===== src/hw/rtl/address_hit_counter_table_macros.svh =====
// Assertion macros for the address hit counter table.
`ifndef ADDRESS_HIT_COUNTER_TABLE_MACROS_SVH
`define ADDRESS_HIT_COUNTER_TABLE_MACROS_SVH

// Same-cycle implication, checked out of reset.
`define AHCT_ASSERT_IMPL(lbl, ante, cons, msg) \
  lbl: assert property (@(posedge clk) disable iff (!rst_n) (ante) |-> (cons)) \
    else $error(msg);

// Next-cycle implication, checked out of reset.
`define AHCT_ASSERT_NEXT(lbl, ante, cons, msg) \
  lbl: assert property (@(posedge clk) disable iff (!rst_n) (ante) |=> (cons)) \
    else $error(msg);

`endif


===== src/hw/rtl/ahct_pkg.sv =====
`timescale 1ns / 1ps

package ahct_pkg;

  // Table size; must be a power of two (home slot is a bit field of the address).
  localparam int TABLE_SLOTS = 1024;
  localparam int SLOT_W      = $clog2(TABLE_SLOTS);
  localparam int ADDR_SHIFT  = 4;

  localparam int ADDR_W      = 32;
  localparam int HITS_W      = 64;
  localparam int SITES_W     = 11;
  localparam int STATUS_W    = 3;
  localparam int SLOT_DW     = ADDR_W + HITS_W;

  localparam int IN_DATA_W   = 32;
  localparam int OUT_DATA_W  = 80;
  localparam int CFG_IDX_W   = 8;
  localparam int CFG_DATA_W  = 64;

  localparam logic [HITS_W-1:0] HITS_MAX = '1;

  localparam logic [CFG_IDX_W-1:0] REG_ENABLE       = 8'd0;
  localparam logic [CFG_IDX_W-1:0] REG_ALARM_ADDR   = 8'd1;
  localparam logic [CFG_IDX_W-1:0] REG_ALARM_TARGET = 8'd2;
  localparam logic [CFG_IDX_W-1:0] REG_ALARM_ENABLE = 8'd3;

  typedef enum logic {
    OP_RECORD = 1'b0,
    OP_QUERY  = 1'b1
  } op_t;

  typedef enum logic [STATUS_W-1:0] {
    ST_COUNTED  = 3'd0,
    ST_INSERTED = 3'd1,
    ST_DROPPED  = 3'd2,
    ST_IGNORED  = 3'd3,
    ST_FOUND    = 3'd4,
    ST_ABSENT   = 3'd5
  } status_t;

  // controller -> datapath
  typedef struct packed {
    logic clr;       // clear one slot of the sweep
    logic accept;    // take request, read home slot
    logic step;      // read next slot on the probe path
    logic resolve;   // finish the probe, update table
    logic load_out;  // move result to output register
  } ahct_cmd_t;

  // datapath -> controller
  typedef struct packed {
    logic clr_last;  // sweep at final slot
    logic trivial;   // incoming request needs no probe
    logic hit;       // slot read holds the address
    logic empty;     // slot read is empty
    logic last;      // every slot probed
    logic out_free;  // output register can take a result
  } ahct_stat_t;

endpackage


===== src/hw/rtl/ahct_ctrl.sv =====
`timescale 1ns / 1ps
`include "address_hit_counter_table_macros.svh"

module ahct_ctrl
  import ahct_pkg::*;
(
  input  logic       clk,
  input  logic       rst_n,
  input  logic       in_tvalid,
  output logic       in_tready,
  input  ahct_stat_t stat,
  output ahct_cmd_t  cmd
);

  typedef enum logic [1:0] {
    S_CLEAR,
    S_IDLE,
    S_PROBE,
    S_DONE
  } state_t;

  state_t state_r, state_nxt;

  assign in_tready = (state_r == S_IDLE);

  always_comb begin
    cmd       = '0;
    state_nxt = state_r;
    case (state_r)
      S_CLEAR: begin
        cmd.clr = 1'b1;
        if (stat.clr_last) begin
          state_nxt = S_IDLE;
        end
      end
      S_IDLE: begin
        if (in_tvalid) begin
          cmd.accept = 1'b1;
          state_nxt  = stat.trivial ? S_DONE : S_PROBE;
        end
      end
      S_PROBE: begin
        if (stat.hit || stat.empty || stat.last) begin
          cmd.resolve = 1'b1;
          state_nxt   = S_DONE;
        end else begin
          cmd.step = 1'b1;
        end
      end
      S_DONE: begin
        if (stat.out_free) begin
          cmd.load_out = 1'b1;
          state_nxt    = S_IDLE;
        end
      end
      default: begin
        state_nxt = S_IDLE;
      end
    endcase
  end

  always_ff @(posedge clk) begin
    if (!rst_n) begin
      state_r <= S_CLEAR;
    end else begin
      state_r <= state_nxt;
    end
  end

  `AHCT_ASSERT_IMPL(a_load_free, cmd.load_out, stat.out_free, "result loaded over a pending one")
  `AHCT_ASSERT_IMPL(a_one_cmd, 1'b1,
    $onehot0({cmd.clr, cmd.accept, cmd.step, cmd.resolve, cmd.load_out}),
    "more than one datapath command")
  `AHCT_ASSERT_NEXT(a_accept_next, cmd.accept, state_r == S_PROBE || state_r == S_DONE,
    "accepted request not taken into work")

endmodule


===== config.mk =====
export PLATFORM = sky130hd
export DESIGN_NAME = ahct_ctrl
export DESIGN_NICKNAME = d
export VERILOG_FILES = /design/src/hw/rtl/ahct_pkg.sv /design/src/hw/rtl/ahct_ctrl.sv
export VERILOG_INCLUDE_DIRS = /design/src /design/src/hw/rtl
export SDC_FILE = /design/constraint.sdc
export NUM_CORES = 1
export LEC_CHECK = 0
export BUFFER_PORTS_ARGS = -buffer_cell sky130_fd_sc_hd__buf_2
export CELL_PAD_IN_SITES_DETAIL_PLACEMENT = 1
export CELL_PAD_IN_SITES_GLOBAL_PLACEMENT = 1
export CORE_AREA = 2 2 39 41
export DETAILED_ROUTE_END_ITERATION = 7
export DIE_AREA = 0 0 41 43
export PLACE_DENSITY_LB_ADDON = 0.1
export SYNTH_ARGS = -nofsm -noshare
export SYNTH_HDL_FRONTEND = slang
export SYNTH_SLANG_ARGS = --single-unit

===== constraint.sdc =====
create_clock -name clk -period 1.45 [get_ports clk]
set_clock_uncertainty 0.05 [all_clocks]
set_input_delay 0.0725 -clock clk [delete_from_list [all_inputs] [get_ports clk]]
set_output_delay 0.0725 -clock clk [all_outputs]
set_load 0.1 [all_outputs]

==> results of run 1 <==
==> layout make-up <==
| type | count | area, um^2 |
|---|---|---|
| multi-input cells | 20 | 225 |
| clock buffers | 3 | 22.5 |
| inverters | 2 | 10.0 |
| flip-flops and latches | 2 | 45.0 |
| well taps | 16 | 20.0 |
| fillers | 156 | 837 |
| repair buffers | 22 | 224 |
==> how the worst min path moves through the flow <==
stage | slack (ns) | endpoint | cells past startpoint
floorplan | 0.16 | state_r[0]$_SDFFE_PN0P_ | 1
global placement | 0.29 | state_r[0]$_SDFFE_PN0P_ | 2
detailed placement | 0.29 | state_r[0]$_SDFFE_PN0P_ | 2
CTS | 0.06 | state_r[0]$_SDFFE_PN0P_ | 2
global route | 0.07 | state_r[0]$_SDFFE_PN0P_ | 2
finish | 0.05 | state_r[0]$_SDFFE_PN0P_ | 2
==> through the flow <==
stage	setup WS, ns	hold slack (ns)	setup TNS [ns]
6_report	-0.0508	0.0545	-0.108
5_1_grt	-0.118	0.0675	-0.416
4_1_cts	-0.0893	0.0554	-0.209
3_5_place_dp	-0.120	0.295	-0.202
3_3_place_gp	-0.0791	0.287	-0.119
2_1_floorplan	-0.636	0.157	-1.44
==> cells in the final DEF, fill, tap and decap left out <==
cell	n
buf_2	8
buf_4	7
buf_12	6
nand2_1	3
clkbuf_4	3
ha_2	2
ha_1	2
inv_2	1
o31a_1	1
inv_4	1
nor4b_4	1
and2_1	1
and2_2	1
nor2b_4	1
and2b_4	1
and2b_1	1
or3_1	1
nand3b_1	1
nor4_4	1
o221a_1	1
mux2i_1	1
ha_4	1
buf_6	1
dfxtp_4	1
dfxtp_2	1
==> worst max-delay path, stage by stage (launching register included) <==
cell	delay, ns
dfxtp_4	0.38
inv_4	0.04
ha_2	0.18
and2b_1	0.18
or3_1	0.32
o221a_1	0.24
==> kinds of logic after synthesis <==
logic type | count (synthesis) | synth area share, %
adders and majority gates | 5 | 27.2
buffers and inverters | 2 | 3.26
muxes | 1 | 4.35
AOI/OAI and AO/OA | 2 | 8.70
and+or+nand+nor | 12 | 39.1
DFF | 2 | 17.4
==> layer usage <==
metal | share of wire [%] | track usage (%) | vias to the layer above
met5 | 0 | 0 | -
met4 | 0 | 2.00 | 0
met3 | 8.0 | 6.28 | 0
met2 | 59 | 17.5 | 9
met1 | 33 | 9.90 | 127
li1 | - | - | 135
==> timing repair <==
item                       CTS  global route
pin swaps                    0             1
setup endpoints to repair    4             4
buffers inserted             1             1
gates resized for setup      6             2
==> results.toml, run 1 <==
[place]
routabilityCongestion = 0.736
placedCellCount = 60
place_area_um2 = 482
io_buffer_count = 14

[cells_and_area]
drive_gt1_share_pct = 75.5
top_register = "state_r"
utilization_pct = 39.5
fin_area_um2 = 547
reg.largest.list = "state_r: 2 flops"
nets = 65
num_antenna_cells = 0
largest_reg_flops = 2
layoutNonFillerInstCount = 65
area_delta_synth_final_pct = 137

[logic_synthesis]
synth_area_um2 = 230
synth_edf_count = 0
synth_top_area_cell = "ha_1"
synth_area_leaders = "ha_1 27%, dfxtp_1 17%, nor4b_2 6.5%"
ys_ff_latch = 2
synth.top_cell.area_share_pct = 27.2
ys_types = 16
yosysSeqAreaShare_pct = 17.4
synth_most_common_cell = "ha_1"
syn_area_per_cell_um2 = 9.59
ys.warnings.count = 0
synth_cells = 24
synth_commonest_cells = "5 x ha_1, 3 x nand2_1, 2 x dfxtp_1, 2 x inv_1"
async_reset_ff_share_pct = 0
ys.flop_type = "dfxtp_1"
syn-num-nets = 38

[floorplan]
fp.dieArea_mm2 = 0.00176
die_x_um = 41
coreArea_mm2 = 0.00138
die_h_um = 43
initial_core_util_pct = 16.6
ios = 15
rows = 14

[setup_path]
crit_end = "state_r[0]$_SDFFE_PN0P_"
cp.required_ns = 1.51
worst_setup_path_end_kind = "register"
critPathMaxFanout = 5
worst_setup_path_start_kind = "register"
worstSetupPathType = "register to register"
r2r_cells = 5
reg2reg_slack_ns = -0.05
crit_start = "state_r[0]$_SDFFE_PN0P_"
reg2reg_from = "state_r[0]$_SDFFE_PN0P_"
worst_r2r_endpoint = "state_r[0]$_SDFFE_PN0P_"
worstPathArrival_ns = 1.56

[run]
drv_cap = 0

[grt]
grt_max_degree = 6
antenna_found_initial = 0
grt_pass1_vias = 268
grt_pass1_wl_mm = 1.14
grt_overflow = 0
grt_usage_pct = 10.2

[clock_tree]
cts_tree = "yes"
worstSkewPairLatency_ns = 0.23
holdBufCountCts = 0
clkTransAtPathRegs_ns = 0.03
root_buffer = "clkbuf_4"
clockBufferDepth = 2
numCtsBuffers = 3
numClockSinks = 2
h-tree-depth = 1

[route]
drt_first_pass_iters = 2
drt-wirelength-per-cell_um = 11.2
antenna_left = 0
via_count = 271
drc_errors = 0
finalWirelength_um = 729
routed_via_density = 4.17
drtIter0Drc = 2

[timing]
maxSlewHeadroom_pct = 83.1
setup_slack_ns = -0.0508
slew_viol_final = 0
rsz0062_at_grt = "yes"
max_clock_freq_mhz = 666
min_period_over_period_pct = 104
layout_min_cycle_time_ns = 1.50
setup_viol = 3
hold_viol = 0
tightestPinTransition_ns = 0.252

[status]
violations = "setup timing"
status = "finished, violations left"

[min_path]
hold_path_class = "primary input to register"
hold_path_startpoint = "rst_n"
Power of run 1 is not shown: default switching activity piles up to over one toggle a cycle in this logic, so the estimate is an artifact.
==> inputs of run 2 (changes only) <==
- SKIP_CTS_REPAIR_TIMING: unset -> 1
- clock period: 1.45 -> 1.62 ns (I/O delays scaled with it)
==> run 2 against run 1 <==
  * The run now ends clean
  * Critical path depth unchanged
  * Cell count down 11%
  * Sequential share of layout area up 2.8 points
  * Fmax down 4.1%
  * Final area down 26%
  * Clock-buffer cell count unchanged
  * First-iteration DRC count up 50%
  * Highest routed layer unchanged
  * Wire length down 16%
==> results.toml, run 2 (synthesized netlist as in run 1, its figures left out) <==
[grt]
grt_pass1_wl_mm = 1.01
grt_use_met2_pct = 12.2
grt_pass1_vias = 246
grt_max_degree = 6
grt_use_met1_pct = 10.2
grt-busiest-layer = "met2"
grt_overflow = 0
antenna_found_initial = 0
grt_usage_pct = 8.92
grt_use_met3_pct = 3.14

[clock_tree]
worstSkewPairLatency_ns = 0.22
h-tree-depth = 1
numCtsBuffers = 3
root_buffer = "clkbuf_4"
numClockSinks = 2
clkTransAtPathRegs_ns = 0.03
cts_tree = "yes"
clockBufferDepth = 2

[route]
antenna_left = 0
via_count = 237
drtIter0Drc = 3
finalWirelength_um = 616
routed_via_density = 4.09
drt-wirelength-per-cell_um = 10.6
drt_first_pass_iters = 2
drc_errors = 0

[setup_path]
worstSetupPathType = "register to register"
worstPathArrival_ns = 1.61
worst_setup_path_start_kind = "register"
cp.required_ns = 1.67
critPathMaxFanout = 5
worst_setup_path_end_kind = "register"

[floorplan]
ios = 15
fp.dieArea_mm2 = 0.00176
die_x_um = 41
initial_core_util_pct = 16.6
rows = 14
coreArea_mm2 = 0.00138
die_h_um = 43

[timing]
min_period_over_period_pct = 96.6
maxSlewHeadroom_pct = 67.5
setup_slack_ns = 0.0546
rsz0062_at_grt = "no"
layout_min_cycle_time_ns = 1.57
setup_viol = 0
hold_viol = 0
tightestPinTransition_ns = 0.491
max_clock_freq_mhz = 639
slew_viol_final = 0

[cells_and_area]
num_antenna_cells = 0
largest_reg_flops = 2
fin_area_um2 = 407
top_register = "state_r"
final_common_cell = "buf_2"
drive_gt1_share_pct = 71.4
nets = 58
layout_common_cells = "13 x buf_2, 3 x nand2_1, 3 x clkbuf_4"
area_delta_synth_final_pct = 76.6
reg.largest.list = "state_r: 2 flops"

[place]
place_area_um2 = 369
dpl_worst_slack_ns = 0.0133
io_buffer_count = 14
dp_hpwl_um = 548
routabilityCongestion = 0.656

[min_path]
hold_path_class = "primary input to register"

[run]
drv_cap = 0

[status]
status = "finished, final reports clean"
-- run 2: final timing paths --
check | startpoint | endpoint | slack [ns] | cells past startpoint
worst max-delay path | state_r[0]$_SDFFE_PN0P_ | state_r[0]$_SDFFE_PN0P_ | 0.05 | 5
worst max register to register | state_r[0]$_SDFFE_PN0P_ | state_r[0]$_SDFFE_PN0P_ | 0.05 | 5
worst min-delay path | rst_n | state_r[1]$_SDFFE_PN0P_ | 0.08 | 3
worst min register to register | state_r[1]$_SDFFE_PN0P_ | state_r[1]$_SDFFE_PN0P_ | 0.46 | 2
-- run 2: area by class of cell --
class | count | area (um^2)
sequential | 2 | 45.0
multi-input combinational | 20 | 219
inverter | 2 | 7.51
tap | 16 | 20.0
clock buffer | 3 | 22.5
fill | 173 | 977
timing repair buffer | 15 | 92.6
-- run 2: critical path, cell delays in order, from the launching register on --
cell and delay (ns):
dfxtp_2 0.37, inv_2 0.05, ha_2 0.18, and2b_2 0.21
or3_1 0.32, o221a_1 0.27
-- run 2: stage by stage --
step	TNS (ns)	hold slack, ns	util (%)	std cells
6_report	0	0.0835	29.4	58
2_1_floorplan	-0.943	0.165	-	24
4_1_cts	0	0.0791	28.3	58
3_5_place_dp	0	0.314	26.7	55
5_1_grt	0	0.0868	29.4	58
3_3_place_gp	0	0.310	26.7	55
-- run 2: routing by layer --
metal  part of all wire, %  vias up
met4                     0        0
met2                    51        7
met3                   6.3        0
li1                      -      121
met1                    43      109
met5                     0        -
Power of run 2 is left out for the same reason.
